**src/hw/rtl/ppvrm_pkg.sv**
```systemverilog
// Shared constants, widths and controller/datapath command and status types for the
// pulse peak/valley rate meter. No dependencies.
`default_nettype none

package ppvrm_pkg;

   localparam int HISTORY_DEPTH = 9;

   localparam int SAMPLE_W = 16;
   localparam int TIME_W   = 32;
   localparam int RATE_W   = 16;
   localparam int SWING_W  = 17;

   // Running sum of the rate history.
   localparam int SUM_W = RATE_W + $clog2(HISTORY_DEPTH);
   // Dividend width of the rate divider: 60000 fits a rate.
   localparam int DIV_W = RATE_W;

   localparam logic [DIV_W-1:0] MS_PER_MINUTE = DIV_W'(60000);

   // Mean by reciprocal multiplication: floor(sum * MEAN_RECIP / 2^MEAN_SHIFT)
   // equals sum / HISTORY_DEPTH for every sum below 2^SUM_W.
   localparam int MEAN_SHIFT = SUM_W + $clog2(HISTORY_DEPTH);
   localparam int RECIP_W    = SUM_W + 1;
   localparam logic [RECIP_W-1:0] MEAN_RECIP =
      RECIP_W'(((64'd1 << MEAN_SHIFT) + 64'(HISTORY_DEPTH) - 64'd1) / 64'(HISTORY_DEPTH));

   typedef struct packed {
      logic capture;    // latch the accepted input beat
      logic eval;       // classify sample, update slope and swing state
      logic rate_go;    // start 60000 / period
      logic rate_load;  // take rate, shift history, update sum
      logic mean_load;  // take mean from the reciprocal product
      logic out_load;   // load the result register
   } ppvrm_cmd_type;

   typedef struct packed {
      logic rate_event; // valley that closes a period
      logic div_done;   // divider finished this cycle
   } ppvrm_sts_type;

endpackage

`default_nettype wire

```
**src/hw/rtl/pulse_peak_valley_rate_meter_unit.sv**
```systemverilog
// Top level of the pulse peak/valley rate meter: controller plus datapath.
// Depends on ppvrm_pkg, ppvrm_ctrl, ppvrm_dp.
//
// One result beat per input beat. The block takes one sample at a time:
// a sample that closes no beat period goes from acceptance through the
// evaluate and output states to the result register; a valley that closes
// a period also runs the serial divider for 60000 / period (a quotient bit
// for each of the DIV_W dividend bits, then done) and takes the history
// mean by reciprocal multiplication in the mean state. Either path waits in
// the output state while the previous result beat still waits downstream.
// The result register lets the next sample be accepted while a result waits
// downstream. History and running sum reset to zero.
`default_nettype none

module pulse_peak_valley_rate_meter_unit (
   input  wire logic                                   clock,
   input  wire logic                                   reset,
   input  wire logic                                   req_valid,
   output logic                                        req_stall,
   input  wire logic signed [ppvrm_pkg::SAMPLE_W-1:0]   req_sample,
   input  wire logic [ppvrm_pkg::TIME_W-1:0]            req_time_ms,
   output logic                                        rsp_valid,
   input  wire logic                                   rsp_stall,
   output logic [ppvrm_pkg::RATE_W-1:0]                 rsp_rate_bpm,
   output logic [ppvrm_pkg::RATE_W-1:0]                 rsp_mean_rate_bpm,
   output logic signed [ppvrm_pkg::SWING_W-1:0]         rsp_swing,
   output logic signed [ppvrm_pkg::SAMPLE_W-1:0]        rsp_midpoint,
   output logic                                        rsp_valley_seen,
   output logic                                        rsp_peak_seen
);
   import ppvrm_pkg::*;

   ppvrm_cmd_type cmd;
   ppvrm_sts_type sts;

   ppvrm_ctrl u_ctrl (
      .clock     (clock),
      .reset     (reset),
      .req_valid (req_valid),
      .req_stall (req_stall),
      .rsp_valid (rsp_valid),
      .rsp_stall (rsp_stall),
      .cmd       (cmd),
      .sts       (sts)
   );

   ppvrm_dp u_dp (
      .clock             (clock),
      .reset             (reset),
      .cmd               (cmd),
      .sts               (sts),
      .req_sample        (req_sample),
      .req_time_ms       (req_time_ms),
      .rsp_rate_bpm      (rsp_rate_bpm),
      .rsp_mean_rate_bpm (rsp_mean_rate_bpm),
      .rsp_swing         (rsp_swing),
      .rsp_midpoint      (rsp_midpoint),
      .rsp_valley_seen   (rsp_valley_seen),
      .rsp_peak_seen     (rsp_peak_seen)
   );

endmodule

`default_nettype wire

```
**src/hw/rtl/ppvrm_div.sv**
```systemverilog
// Restoring serial divider, one quotient bit per cycle.
// Depends on ppvrm_pkg.
`default_nettype none

module ppvrm_div (
   input  wire logic                        clock,
   input  wire logic                        reset,
   input  wire logic                        start,
   input  wire logic [ppvrm_pkg::DIV_W-1:0]  dividend,
   input  wire logic [ppvrm_pkg::TIME_W-1:0] divisor,
   output logic                             done,
   output logic [ppvrm_pkg::RATE_W-1:0]      quotient
);
   import ppvrm_pkg::*;

   localparam int CNT_W = $clog2(DIV_W + 1);

   logic [TIME_W-1:0] rem_ff, rem_in;
   logic [DIV_W-1:0]  quo_ff, quo_in;
   logic [TIME_W-1:0] dvs_ff;
   logic [CNT_W-1:0]  cnt_ff, cnt_in;
   logic              busy_ff, busy_in;
   logic              done_ff, done_in;
   logic [TIME_W:0]   trial;
   logic [TIME_W:0]   diff;

   always_comb begin
      trial = {rem_ff, quo_ff[DIV_W-1]};
      diff  = trial - {1'b0, dvs_ff};
      if (!diff[TIME_W]) begin
         rem_in = diff[TIME_W-1:0];
         quo_in = {quo_ff[DIV_W-2:0], 1'b1};
      end else begin
         rem_in = trial[TIME_W-1:0];
         quo_in = {quo_ff[DIV_W-2:0], 1'b0};
      end
   end

   always_comb begin
      cnt_in  = cnt_ff;
      busy_in = busy_ff;
      done_in = 1'b0;
      if (start) begin
         cnt_in  = CNT_W'(DIV_W);
         busy_in = 1'b1;
      end else if (busy_ff) begin
         cnt_in = cnt_ff - 1'b1;
         if (cnt_ff == CNT_W'(1)) begin
            busy_in = 1'b0;
            done_in = 1'b1;
         end
      end
   end

   always_ff @(posedge clock) begin
      if (reset) begin
         cnt_ff  <= '0;
         busy_ff <= 1'b0;
         done_ff <= 1'b0;
      end else begin
         cnt_ff  <= cnt_in;
         busy_ff <= busy_in;
         done_ff <= done_in;
      end
   end

   always_ff @(posedge clock) begin
      if (start) begin
         rem_ff <= '0;
         quo_ff <= dividend;
         dvs_ff <= divisor;
      end else if (busy_ff) begin
         rem_ff <= rem_in;
         quo_ff <= quo_in;
      end
   end

   assign done     = done_ff;
   assign quotient = quo_ff[RATE_W-1:0];

endmodule

`default_nettype wire

```
**src/hw/rtl/ppvrm_dp.sv**
```systemverilog
// Datapath: sample history, peak/valley detection, rate history with
// running sum, swing/midpoint, result register. Depends on ppvrm_pkg, ppvrm_div.
`default_nettype none

module ppvrm_dp (
   input  wire logic                              clock,
   input  wire logic                              reset,
   input  wire ppvrm_pkg::ppvrm_cmd_type           cmd,
   output ppvrm_pkg::ppvrm_sts_type                sts,
   input  wire logic signed [ppvrm_pkg::SAMPLE_W-1:0] req_sample,
   input  wire logic [ppvrm_pkg::TIME_W-1:0]       req_time_ms,
   output logic [ppvrm_pkg::RATE_W-1:0]            rsp_rate_bpm,
   output logic [ppvrm_pkg::RATE_W-1:0]            rsp_mean_rate_bpm,
   output logic signed [ppvrm_pkg::SWING_W-1:0]    rsp_swing,
   output logic signed [ppvrm_pkg::SAMPLE_W-1:0]   rsp_midpoint,
   output logic                                   rsp_valley_seen,
   output logic                                   rsp_peak_seen
);
   import ppvrm_pkg::*;

   // input beat
   logic [SAMPLE_W-1:0] smp_ff;
   logic [TIME_W-1:0]   tms_ff;

   // tracking state
   logic [SAMPLE_W-1:0] prev_ff, prev_in;
   logic [SAMPLE_W-1:0] prev2_ff, prev2_in;
   logic                psv_ff, psv_in;
   logic                vsp_ff, vsp_in;
   logic [TIME_W-1:0]   start_ff, start_in;
   logic [SAMPLE_W-1:0] valley_ff, valley_in;
   logic [SWING_W-1:0]  swing_ff, swing_in;
   logic [SAMPLE_W-1:0] mid_ff, mid_in;
   logic [RATE_W-1:0]   rate_ff, rate_in;
   logic [RATE_W-1:0]   mean_ff, mean_in;
   logic [RATE_W-1:0]   hist_ff [HISTORY_DEPTH];
   logic [RATE_W-1:0]   hist_in [HISTORY_DEPTH];
   logic [SUM_W-1:0]    sum_ff, sum_in;
   logic                vflag_ff, vflag_in;
   logic                pflag_ff, pflag_in;

   // result register
   logic [RATE_W-1:0]   out_rate_ff;
   logic [RATE_W-1:0]   out_mean_ff;
   logic [SWING_W-1:0]  out_swing_ff;
   logic [SAMPLE_W-1:0] out_mid_ff;
   logic                out_valley_ff;
   logic                out_peak_ff;

   logic [SAMPLE_W:0]   d_now;
   logic [SAMPLE_W:0]   d_before;
   logic                valley;
   logic                peak;
   logic [TIME_W-1:0]   period;
   logic [TIME_W-1:0]   rate_divisor;
   logic [SWING_W-1:0]  swing_calc;
   logic [SAMPLE_W:0]   pair_sum;
   logic [SAMPLE_W:0]   pair_adj;
   logic [SUM_W+RECIP_W-1:0] mean_prod;
   logic                div_done;
   logic [RATE_W-1:0]   div_quotient;

   always_comb begin
      d_now    = {smp_ff[SAMPLE_W-1], smp_ff} - {prev_ff[SAMPLE_W-1], prev_ff};
      d_before = {prev_ff[SAMPLE_W-1], prev_ff} - {prev2_ff[SAMPLE_W-1], prev2_ff};
      valley   = !d_now[SAMPLE_W] && (d_now != '0)
                 && (d_before[SAMPLE_W] || (d_before == '0));
      peak     = d_now[SAMPLE_W] && !d_before[SAMPLE_W];

      period       = tms_ff - start_ff;
      rate_divisor = (period == '0) ? TIME_W'(1) : period;

      swing_calc = {prev_ff[SAMPLE_W-1], prev_ff} - {valley_ff[SAMPLE_W-1], valley_ff};
      pair_sum   = {prev_ff[SAMPLE_W-1], prev_ff} + {valley_ff[SAMPLE_W-1], valley_ff};
      // round toward zero before the halving shift
      pair_adj   = pair_sum + (SAMPLE_W+1)'(pair_sum[SAMPLE_W]);

      mean_prod  = sum_ff * MEAN_RECIP;
   end

   ppvrm_div u_div (
      .clock    (clock),
      .reset    (reset),
      .start    (cmd.rate_go),
      .dividend (MS_PER_MINUTE),
      .divisor  (rate_divisor),
      .done     (div_done),
      .quotient (div_quotient)
   );

   assign sts = '{rate_event: valley && psv_ff, div_done: div_done};

   always_comb begin
      prev_in   = prev_ff;
      prev2_in  = prev2_ff;
      psv_in    = psv_ff;
      vsp_in    = vsp_ff;
      start_in  = start_ff;
      valley_in = valley_ff;
      swing_in  = swing_ff;
      mid_in    = mid_ff;
      rate_in   = rate_ff;
      mean_in   = mean_ff;
      sum_in    = sum_ff;
      vflag_in  = vflag_ff;
      pflag_in  = pflag_ff;
      for (int i = 0; i < HISTORY_DEPTH; i++) begin
         hist_in[i] = hist_ff[i];
      end

      if (cmd.eval) begin
         vflag_in = valley;
         pflag_in = peak;
         if (valley) begin
            if (psv_ff) begin
               psv_in   = 1'b0;
               start_in = tms_ff;
            end
            valley_in = prev_ff;
            vsp_in    = 1'b1;
         end
         if (peak) begin
            psv_in = 1'b1;
            if (vsp_ff) begin
               swing_in = swing_calc;
               mid_in   = pair_adj[SAMPLE_W:1];
               vsp_in   = 1'b0;
            end
         end
         prev2_in = prev_ff;
         prev_in  = smp_ff;
      end

      if (cmd.rate_load) begin
         rate_in    = div_quotient;
         hist_in[0] = div_quotient;
         for (int i = 1; i < HISTORY_DEPTH; i++) begin
            hist_in[i] = hist_ff[i-1];
         end
         // drop the oldest rate, add the new one
         sum_in = sum_ff - SUM_W'(hist_ff[HISTORY_DEPTH-1]) + SUM_W'(div_quotient);
      end

      if (cmd.mean_load) begin
         mean_in = mean_prod[MEAN_SHIFT +: RATE_W];
      end
   end

   always_ff @(posedge clock) begin
      if (reset) begin
         prev_ff   <= '0;
         prev2_ff  <= '0;
         psv_ff    <= 1'b0;
         vsp_ff    <= 1'b0;
         start_ff  <= '0;
         valley_ff <= '0;
         swing_ff  <= '0;
         mid_ff    <= '0;
         rate_ff   <= '0;
         mean_ff   <= '0;
         sum_ff    <= '0;
         for (int i = 0; i < HISTORY_DEPTH; i++) begin
            hist_ff[i] <= '0;
         end
      end else begin
         prev_ff   <= prev_in;
         prev2_ff  <= prev2_in;
         psv_ff    <= psv_in;
         vsp_ff    <= vsp_in;
         start_ff  <= start_in;
         valley_ff <= valley_in;
         swing_ff  <= swing_in;
         mid_ff    <= mid_in;
         rate_ff   <= rate_in;
         mean_ff   <= mean_in;
         sum_ff    <= sum_in;
         for (int i = 0; i < HISTORY_DEPTH; i++) begin
            hist_ff[i] <= hist_in[i];
         end
      end
   end

   always_ff @(posedge clock) begin
      vflag_ff <= vflag_in;
      pflag_ff <= pflag_in;
      if (cmd.capture) begin
         smp_ff <= req_sample;
         tms_ff <= req_time_ms;
      end
      if (cmd.out_load) begin
         out_rate_ff   <= rate_ff;
         out_mean_ff   <= mean_ff;
         out_swing_ff  <= swing_ff;
         out_mid_ff    <= mid_ff;
         out_valley_ff <= vflag_ff;
         out_peak_ff   <= pflag_ff;
      end
   end

   assign rsp_rate_bpm      = out_rate_ff;
   assign rsp_mean_rate_bpm = out_mean_ff;
   assign rsp_swing         = out_swing_ff;
   assign rsp_midpoint      = out_mid_ff;
   assign rsp_valley_seen   = out_valley_ff;
   assign rsp_peak_seen     = out_peak_ff;

endmodule

`default_nettype wire

```
**src/hw/rtl/ppvrm_ctrl.sv**
```systemverilog
// Controller state machine: sequences capture, evaluation, the rate divide,
// the mean and the result register. Depends on ppvrm_pkg.
`default_nettype none

module ppvrm_ctrl (
   input  wire logic                    clock,
   input  wire logic                    reset,
   input  wire logic                    req_valid,
   output logic                         req_stall,
   output logic                         rsp_valid,
   input  wire logic                    rsp_stall,
   output ppvrm_pkg::ppvrm_cmd_type      cmd,
   input  wire ppvrm_pkg::ppvrm_sts_type sts
);
   import ppvrm_pkg::*;

   localparam logic [2:0] S_IDLE = 3'd0;
   localparam logic [2:0] S_EVAL = 3'd1;
   localparam logic [2:0] S_RATE = 3'd2;
   localparam logic [2:0] S_MEAN = 3'd3;
   localparam logic [2:0] S_OUT  = 3'd4;

   logic [2:0] state_ff, state_in;
   logic       rsp_valid_ff, rsp_valid_in;
   logic       slot_free;

   assign slot_free = !rsp_valid_ff || !rsp_stall;
   assign req_stall = (state_ff != S_IDLE);

   always_comb begin
      state_in = state_ff;
      cmd      = '0;
      unique case (state_ff)
         S_IDLE: begin
            if (req_valid) begin
               cmd.capture = 1'b1;
               state_in    = S_EVAL;
            end
         end
         S_EVAL: begin
            cmd.eval = 1'b1;
            if (sts.rate_event) begin
               cmd.rate_go = 1'b1;
               state_in    = S_RATE;
            end else begin
               state_in = S_OUT;
            end
         end
         S_RATE: begin
            if (sts.div_done) begin
               cmd.rate_load = 1'b1;
               state_in      = S_MEAN;
            end
         end
         S_MEAN: begin
            cmd.mean_load = 1'b1;
            state_in      = S_OUT;
         end
         S_OUT: begin
            // hold until the previous result beat has left
            if (slot_free) begin
               cmd.out_load = 1'b1;
               state_in     = S_IDLE;
            end
         end
         default: begin
            state_in = S_IDLE;
         end
      endcase
   end

   always_comb begin
      rsp_valid_in = rsp_valid_ff;
      if (cmd.out_load) begin
         rsp_valid_in = 1'b1;
      end else if (rsp_valid_ff && !rsp_stall) begin
         rsp_valid_in = 1'b0;
      end
   end

   always_ff @(posedge clock) begin
      if (reset) begin
         state_ff     <= S_IDLE;
         rsp_valid_ff <= 1'b0;
      end else begin
         state_ff     <= state_in;
         rsp_valid_ff <= rsp_valid_in;
      end
   end

   assign rsp_valid = rsp_valid_ff;

endmodule

`default_nettype wire

```
**config.mk**
```make
export PLATFORM = sky130hd
export DESIGN_NAME = pulse_peak_valley_rate_meter_unit
export DESIGN_NICKNAME = d
export VERILOG_FILES = /design/src/hw/rtl/ppvrm_pkg.sv /design/src/hw/rtl/pulse_peak_valley_rate_meter_unit.sv /design/src/hw/rtl/ppvrm_div.sv /design/src/hw/rtl/ppvrm_dp.sv /design/src/hw/rtl/ppvrm_ctrl.sv
export SDC_FILE = /design/constraint.sdc
export NUM_CORES = 1
export LEC_CHECK = 0
export ABC_CLOCK_PERIOD_IN_PS = 15500
export BUFFER_PORTS_ARGS = -buffer_cell sky130_fd_sc_hd__buf_2
export CAP_MARGIN = 10
export CORE_MARGIN = 1
export CORE_UTILIZATION = 50
export CTS_CLUSTER_SIZE = 40
export DETAILED_ROUTE_END_ITERATION = 10
export GPL_TIMING_DRIVEN = 0
export PLACE_DENSITY_LB_ADDON = 0.12
export SETUP_SLACK_MARGIN = 0.5
export SLEW_MARGIN = 40
export SYNTH_ARGS = -nofsm -noshare
export SYNTH_HDL_FRONTEND = slang
export SYNTH_SLANG_ARGS = --single-unit
```
**constraint.sdc**
```tcl
create_clock -name clock -period 15.5 [get_ports clock]
set_clock_uncertainty 0.15 [all_clocks]
set_input_delay 1.55 -clock clock [delete_from_list [all_inputs] [get_ports clock]]
set_output_delay 1.55 -clock clock [all_outputs]
set_load 0.05 [all_outputs]
```
==> results.cfg, run 1 <==
[synthesis]
async_flop_share = 0
synth_cells = 3408
synth_top_family_by_area = adder cells
synth_fa_ha_area_frac = 0.1916
synth_area_mm2 = 0.03061
synth_top_cell_by_area = dfxtp_1
synth_compound_area_frac = 0.1566
avgSynthCellArea_um2 = 8.981
synth_cell_types = 88
ys_ff_latch = 503
synthesis.nets = 3862
synth_area_leaders = dfxtp_1 23%, edfxtp_1 15%, ha_1 12%
yosysSeqAreaShare = 0.3777
synthMuxAreaShare = 0.02494
synth-edff-count = 149
synth_top_area_frac = 0.2315
yosys.area_share.xor_xnor = 0.03319
ys_warn_count = 0
synth-main-ff-cell = dfxtp_1
synth-simple-area-share = 0.1526

[timing]
slew_viol_final = 0
setup_ws_ps = 8748
period_share = 0.4356
fin_crit_ps = 6752
tightest_slew_ps = 838.3
rsz0062_at_grt = no
hold_viol = 0
setup_viol = 0
slew_headroom = 0.4411
finalSetupTns_ps = 0
fmax_ghz = 0.1481

[global_route]
grt_max_degree = 42
antenna_found_initial = 0
grt_pass1_vias = 23720
grt_usage = 0.2411
grt_first_pass_wirelength_um = 121600
grt_overflow = 0

[run_status]
status = completed

[drt]
drt_iter0_markers = 1402
wirelength_um = 75650
firstDrtPassIters = 6
wl_met2_um = 34790
met3_length_um = 2819
drc = 0
antenna_left = 0
drt-vias-per-instance = 5.454
wirelength_met1_um = 35810
routed.top_layer = met4
via_count = 24090
wl_per_cell_um = 17.13

[worst_setup_path]
crit_required_ps = 15880
reg2reg_depth = 19
cpPeakStageDelay_ps = 710
cp-start-kind = flip-flop
cp.buffers_inverters = 4
path_cells = fa_1, ha_1, inv_1, fa_1, inv_1, fa_1, fa_1, inv_1, fa_1, inv_1, ha_1, a211o_1, o311ai_0, a21o_1, nand2_1, a41oi_1, a21bo_2, mux2_2, o22ai_1
cp.arrival_ps = 7140
crit_fanout = 6
worst_path_most_repeated_cell = fa_1
slowest_stage = o311ai_0
critical_path_class = flip-flop to flip-flop
crit_cells = 19
endpoint_kind = flip-flop
critPathTopFamily = adder cells

[floorplanning]
num_io_pins = 121
dieArea_mm2 = 0.06221
start_util = 0.5062
coreArea_mm2 = 0.06047
core.rowCount = 90
die_x_um = 249.4
fp.dieH_um = 249.4

[clock_tree]
clk_latency_ps = 640
clk_pin_slew_ps = 70
ctsRootBufferMaster = clkbuf_16
clockBufferDepth = 3
ctsHtreeMaxLevel = 2
postCtsSetupBuffers = 0
cts_tree = done
ctsHoldBuffers = 0
cts_resized = 0
cts_inserted_buffers = 53
cts_sinks = 503

[power_and_ir_drop]
irDropWorstVdd_mv = 0.08830
powerDensity_mw_per_mm2 = 110.4
leakage_nw = 14.23

[place]
hpwlAfterDp_um = 59450
gp_congestion = 0.9434
pre_cts_ws_ps = 8765
port_buffers = 120

[cells_and_area]
area_growth_pct = 11.81
diodes = 0
nFillCells = 5370
nNetsFinal = 4044
drive_above_1_share = 0.07400

[job]
drv_cap = 0

[min_path]
hold_path_depth = 0
min_path_type = flip-flop to flip-flop
[cells in the mapped netlist (6+ instances only)]
master       n
dfxtp_1    354
and3_1      16
a21oi_1    363
a211oi_1    48
a2111oi_0   10
o31ai_1     12
a31oi_1     24
nand3b_1     9
or3_1       24
clkbuf_1   123
nor3_1      60
buf_2        7
and2_1       9
nor4_1       9
nand2b_1    38
or2_2       10
or4_1       13
nand3_1     48
nand2_1    539
ha_1       291
xor2_1      41
mux2i_1     74
nor2_1     182
inv_1      372
a211o_1      9
a21boi_0    11
a21o_1      45
and4_1       9
nand4_1     11
o21ai_0     96
fa_1       111
xnor2_1     75
nor3b_1      7
o21bai_1     9
o21a_1      39
nor2b_1     23
o211ai_1    25
o31a_1       6
edfxtp_1   149
nor4b_1      7
[layer usage]
layer / vias to the layer above / track usage
met2: 499 / 0.4034
met5: - / 0
met3: 132 / 0.02941
met1: 11380 / 0.3242
li1: 12080 / -
met4: 0 / 0.07743
[path summary, 6_finish.rpt]
| check | startpoint | end | slack [ps] |
|---|---|---|---|
| worst max-delay path | u_dp.sum_ff[8]$_SDFFE_PP0P_ | u_dp.mean_ff[14]$_SDFFE_PP0N_ | 8750 |
| worst min-delay path | u_dp.mid_ff[3]$_SDFFE_PP0P_ | u_dp.rsp_midpoint[3]$_DFFE_PP_ | 280 |
| worst max register to register | u_dp.sum_ff[8]$_SDFFE_PP0P_ | u_dp.mean_ff[14]$_SDFFE_PP0N_ | 8750 |
| worst min register to register | u_dp.mid_ff[3]$_SDFFE_PP0P_ | u_dp.rsp_midpoint[3]$_DFFE_PP_ | 280 |
[placed cells by master (no fill, tap or decap), types with 9 or more instances in the layout]
cell type / instances
a211o_1: 9
a211oi_1: 48
a21boi_0: 11
a21o_1: 45
a21oi_1: 362
a31oi_1: 24
and2_1: 9
and3_1: 16
and4_1: 9
buf_2: 127
clkbuf_1: 130
clkbuf_16: 54
dfxtp_1: 354
edfxtp_1: 149
fa_1: 111
ha_1: 291
inv_1: 372
mux2i_1: 74
nand2_1: 539
nand2b_1: 38
nand3_1: 48
nand3b_1: 9
nand4_1: 11
nor2_1: 181
nor2b_1: 23
nor3_1: 60
nor4_1: 9
o211ai_1: 25
o21a_1: 39
o21ai_0: 96
o21bai_1: 9
o31ai_1: 12
or2_2: 10
or3_1: 24
or4_1: 13
xnor2_1: 75
xor2_1: 40
[kinds of logic after synthesis]
logic type | count (synthesis)
simple gates | 1032
mux | 76
buf+inv | 511
xor+xnor | 116
flops | 503
compound gates | 768
fa+ha+maj | 402
[state kept, by name, summed over array words and instances, names as in the netlist, 17 cells and up]
register / cells
u_dp.hist_ff: 129
u_dp.rsp_swing: 17
u_dp.start_ff: 32
u_dp.sum_ff: 20
u_dp.swing_ff: 17
u_dp.tms_ff: 32
u_dp.u_div.dvs_ff: 32
u_dp.u_div.rem_ff: 32
[area by class of cell]
type,instances,area (um2),share of cell area
tap,782,978.4,0.02859
multi-input combinational,2394,17140,0.5009
sequential,503,11560,0.3378
timing repair buffer,127,714.4,0.02088
clock buffer,74,1506,0.04402
clock inverter,26,372.9,0.01090
buffer,136,539.3,0.01576
inverter,375,1408,0.04113
[power by group]
part / internal (W) / switching (W) / total (W)
sequential: 0.00143 / 0.0000647 / 0.00149
combinational: 0.000383 / 0.000557 / 0.000941
clock: 0.000788 / 0.000558 / 0.00135
[per-stage QoR]
stage	std cells	total power [W]	util	instance area (um2)	hold slack (ps)
after floorplan	3408	0.002215	-	30610	250.3
after global placement	4310	0.002424	0.5323	32190	262.4
after detailed placement	4317	0.002444	0.5349	32340	267.2
after CTS	4417	0.003795	0.5659	34220	282.9
after global routing	4417	0.003972	0.5659	34220	286.8
final	4417	0.003777	0.5659	34220	279.9
No activity file was read; power rests on OpenSTA's default activity.
==> run 2, diff against run 1 <==
--- a/config.mk
+++ b/config.mk
@@ -5,7 +5,7 @@
 export SDC_FILE = /design/constraint.sdc
 export NUM_CORES = 1
 export LEC_CHECK = 0
-export ABC_CLOCK_PERIOD_IN_PS = 15500
+export ABC_CLOCK_PERIOD_IN_PS = 6800
 export BUFFER_PORTS_ARGS = -buffer_cell sky130_fd_sc_hd__buf_2
 export CAP_MARGIN = 10
 export CORE_MARGIN = 1
==> constraint.sdc (replaced) <==
create_clock -name clock -period 6.8 [get_ports clock]
set_clock_uncertainty 0.15 [all_clocks]
set_input_delay 0.68 -clock clock [delete_from_list [all_inputs] [get_ports clock]]
set_output_delay 0.68 -clock clock [all_outputs]
set_load 0.05 [all_outputs]
==> run 2 against run 1 <==
  * Core utilization rose by 0.18 points
  * Critical path depth is the same
  * Flip-flop and latch count did not move
  * Critical path type unchanged
  * Highest routed layer unchanged
==> results.cfg, run 2 (synthesized netlist as in run 1, its figures left out) <==
[run_status]
status = completed

[worst_setup_path]
critical_path_class = flip-flop to flip-flop
endpoint_kind = flip-flop
cp-start-kind = flip-flop
cp.arrival_ps = 6400
cpPeakStageDelay_ps = 580
critPathTopFamily = adder cells
worst_path_most_repeated_cell = fa_1
cp.buffers_inverters = 4
reg2reg_depth = 19
crit_required_ps = 7180
r2r_slack_ps = 780
path_cells = fa_1, ha_4, inv_1, fa_1, inv_1, fa_1, fa_1, inv_1, fa_1, inv_1, ha_1, a211o_1, o311ai_2, a21o_1, nand2_1, a41oi_2, a21bo_2, mux2_2, o22ai_1
reg2reg_to = u_dp.mean_ff[14]$_SDFFE_PP0N_
crit_fanout = 6
slowest_stage = fa_1
r2r-start = u_dp.sum_ff[7]$_SDFFE_PP0P_

[clock_tree]
cts_tree = done
clk_latency_ps = 640
clockBufferDepth = 3
ctsRootBufferMaster = clkbuf_16
cts_inserted_buffers = 53
cts_sinks = 503
ctsHoldBuffers = 0
ctsHtreeMaxLevel = 2
clk_pin_slew_ps = 70

[floorplanning]
coreArea_mm2 = 0.06047
dieArea_mm2 = 0.06221
die_x_um = 249.4
fp.dieH_um = 249.4
start_util = 0.5062
core.rowCount = 90
num_io_pins = 121

[cells_and_area]
final_core_util = 0.5677
area_growth_pct = 12.16
nNetsFinal = 4046
drive_above_1_share = 0.08084
layout_commonest_cell = nand2_1
layout_common_cells = 539 x nand2_1, 371 x inv_1, 362 x a21oi_1
diodes = 0
max_flop_register = u_dp.hist_ff
largest_register_ffs = 129
stdcell_count = 4419

[min_path]
min-delay-start = req_time_ms[30]
min_path_type = primary input to flip-flop
min_to = u_dp.tms_ff[30]$_DFFE_PP_
hold_path_depth = 1

[job]
drv_cap = 0

[timing]
hold_viol = 0
setup_ws_ps = 782.4
whs_ps = 67.13
fmax_ghz = 0.1662
slew_viol_final = 0
slew_headroom = 0.4319
rsz0062_at_grt = no
fin_crit_ps = 6018
tightest_slew_ps = 852.2
setup_viol = 0
period_share = 0.8849
finalSetupTns_ps = 0

[place]
pre_cts_ws_ps = 65.14
dp.cells = 4317
hpwlAfterDp_um = 59450
port_buffers = 120
gp_congestion = 0.9434

[global_route]
grt_first_pass_wirelength_um = 121600
grt-busiest-layer = met2
grt_usage = 0.2411
grt_overflow = 0
use_met1 = 0.3242
grt_pass1_vias = 23720
grt_max_degree = 42
use_met2 = 0.4038
antenna_found_initial = 0
grt_util_met3 = 0.02941

[power_and_ir_drop]
leakage_nw = 14.26
irDropWorstVdd_mv = 0.2017
powerDensity_mw_per_mm2 = 250.6

[drt]
drc = 0
via_count = 24060
firstDrtPassIters = 7
wirelength_um = 75580
antenna_left = 0
wl_per_cell_um = 17.10
drt_iter0_markers = 1450
drt-vias-per-instance = 5.445
run 2: metrics by stage:
stage / power (W) / instance area [um2]
after floorplan: 0.005050 / 30610
after global placement: 0.005526 / 32190
after detailed placement: 0.005570 / 32340
after CTS: 0.008649 / 34250
after global routing: 0.009052 / 34330
final: 0.008604 / 34330
run 2: power breakdown:
group	switching (W)	internal [W]
logic	0.00127	0.000874
clock network	0.00127	0.00180
registers	0.000148	0.00325
total	0.00269	0.00592
run 2: what timing repair did:
| item | CTS | global route |
|---|---|---|
| setup buffers | 0 | 2 |
| gates resized for setup | 7 | 23 |
| pin swaps | 0 | 4 |
| endpoints found under the setup margin | 8 | 10 |
run 2: area by class of cell:
class | instances | area (um2)
Clock inverter | 26 | 372.9
Clock buffer | 74 | 1506
Inverter | 375 | 1408
Multi-Input combinational cell | 2394 | 17210
Timing Repair Buffer | 129 | 729.5
Fill cell | 5367 | 26140
Sequential cell | 503 | 11590
Buffer | 136 | 539.3
Tap cell | 782 | 978.4
run 2: worst max-delay path by stage:
stage / startpoint / to / slack, ps / cells after the start
floorplan: u_dp.sum_ff[9]$_SDFFE_PP0P_ / u_dp.mean_ff[14]$_SDFFE_PP0N_ / 850 / 19
global placement: u_dp.sum_ff[8]$_SDFFE_PP0P_ / u_dp.mean_ff[14]$_SDFFE_PP0N_ / 80 / 19
detailed placement: u_dp.sum_ff[8]$_SDFFE_PP0P_ / u_dp.mean_ff[14]$_SDFFE_PP0N_ / 70 / 19
CTS: u_dp.sum_ff[4]$_SDFFE_PP0P_ / u_dp.mean_ff[14]$_SDFFE_PP0N_ / 500 / 21
global route: u_dp.sum_ff[15]$_SDFFE_PP0P_ / u_dp.mean_ff[14]$_SDFFE_PP0N_ / 490 / 18
finish: u_dp.sum_ff[7]$_SDFFE_PP0P_ / u_dp.mean_ff[14]$_SDFFE_PP0N_ / 780 / 19
run 2: routing by layer:
metal	vias up	routed length, um
met5	-	0
met1	11310	35630
li1	12090	-
met3	141	2877
met4	0	2273
met2	523	34800
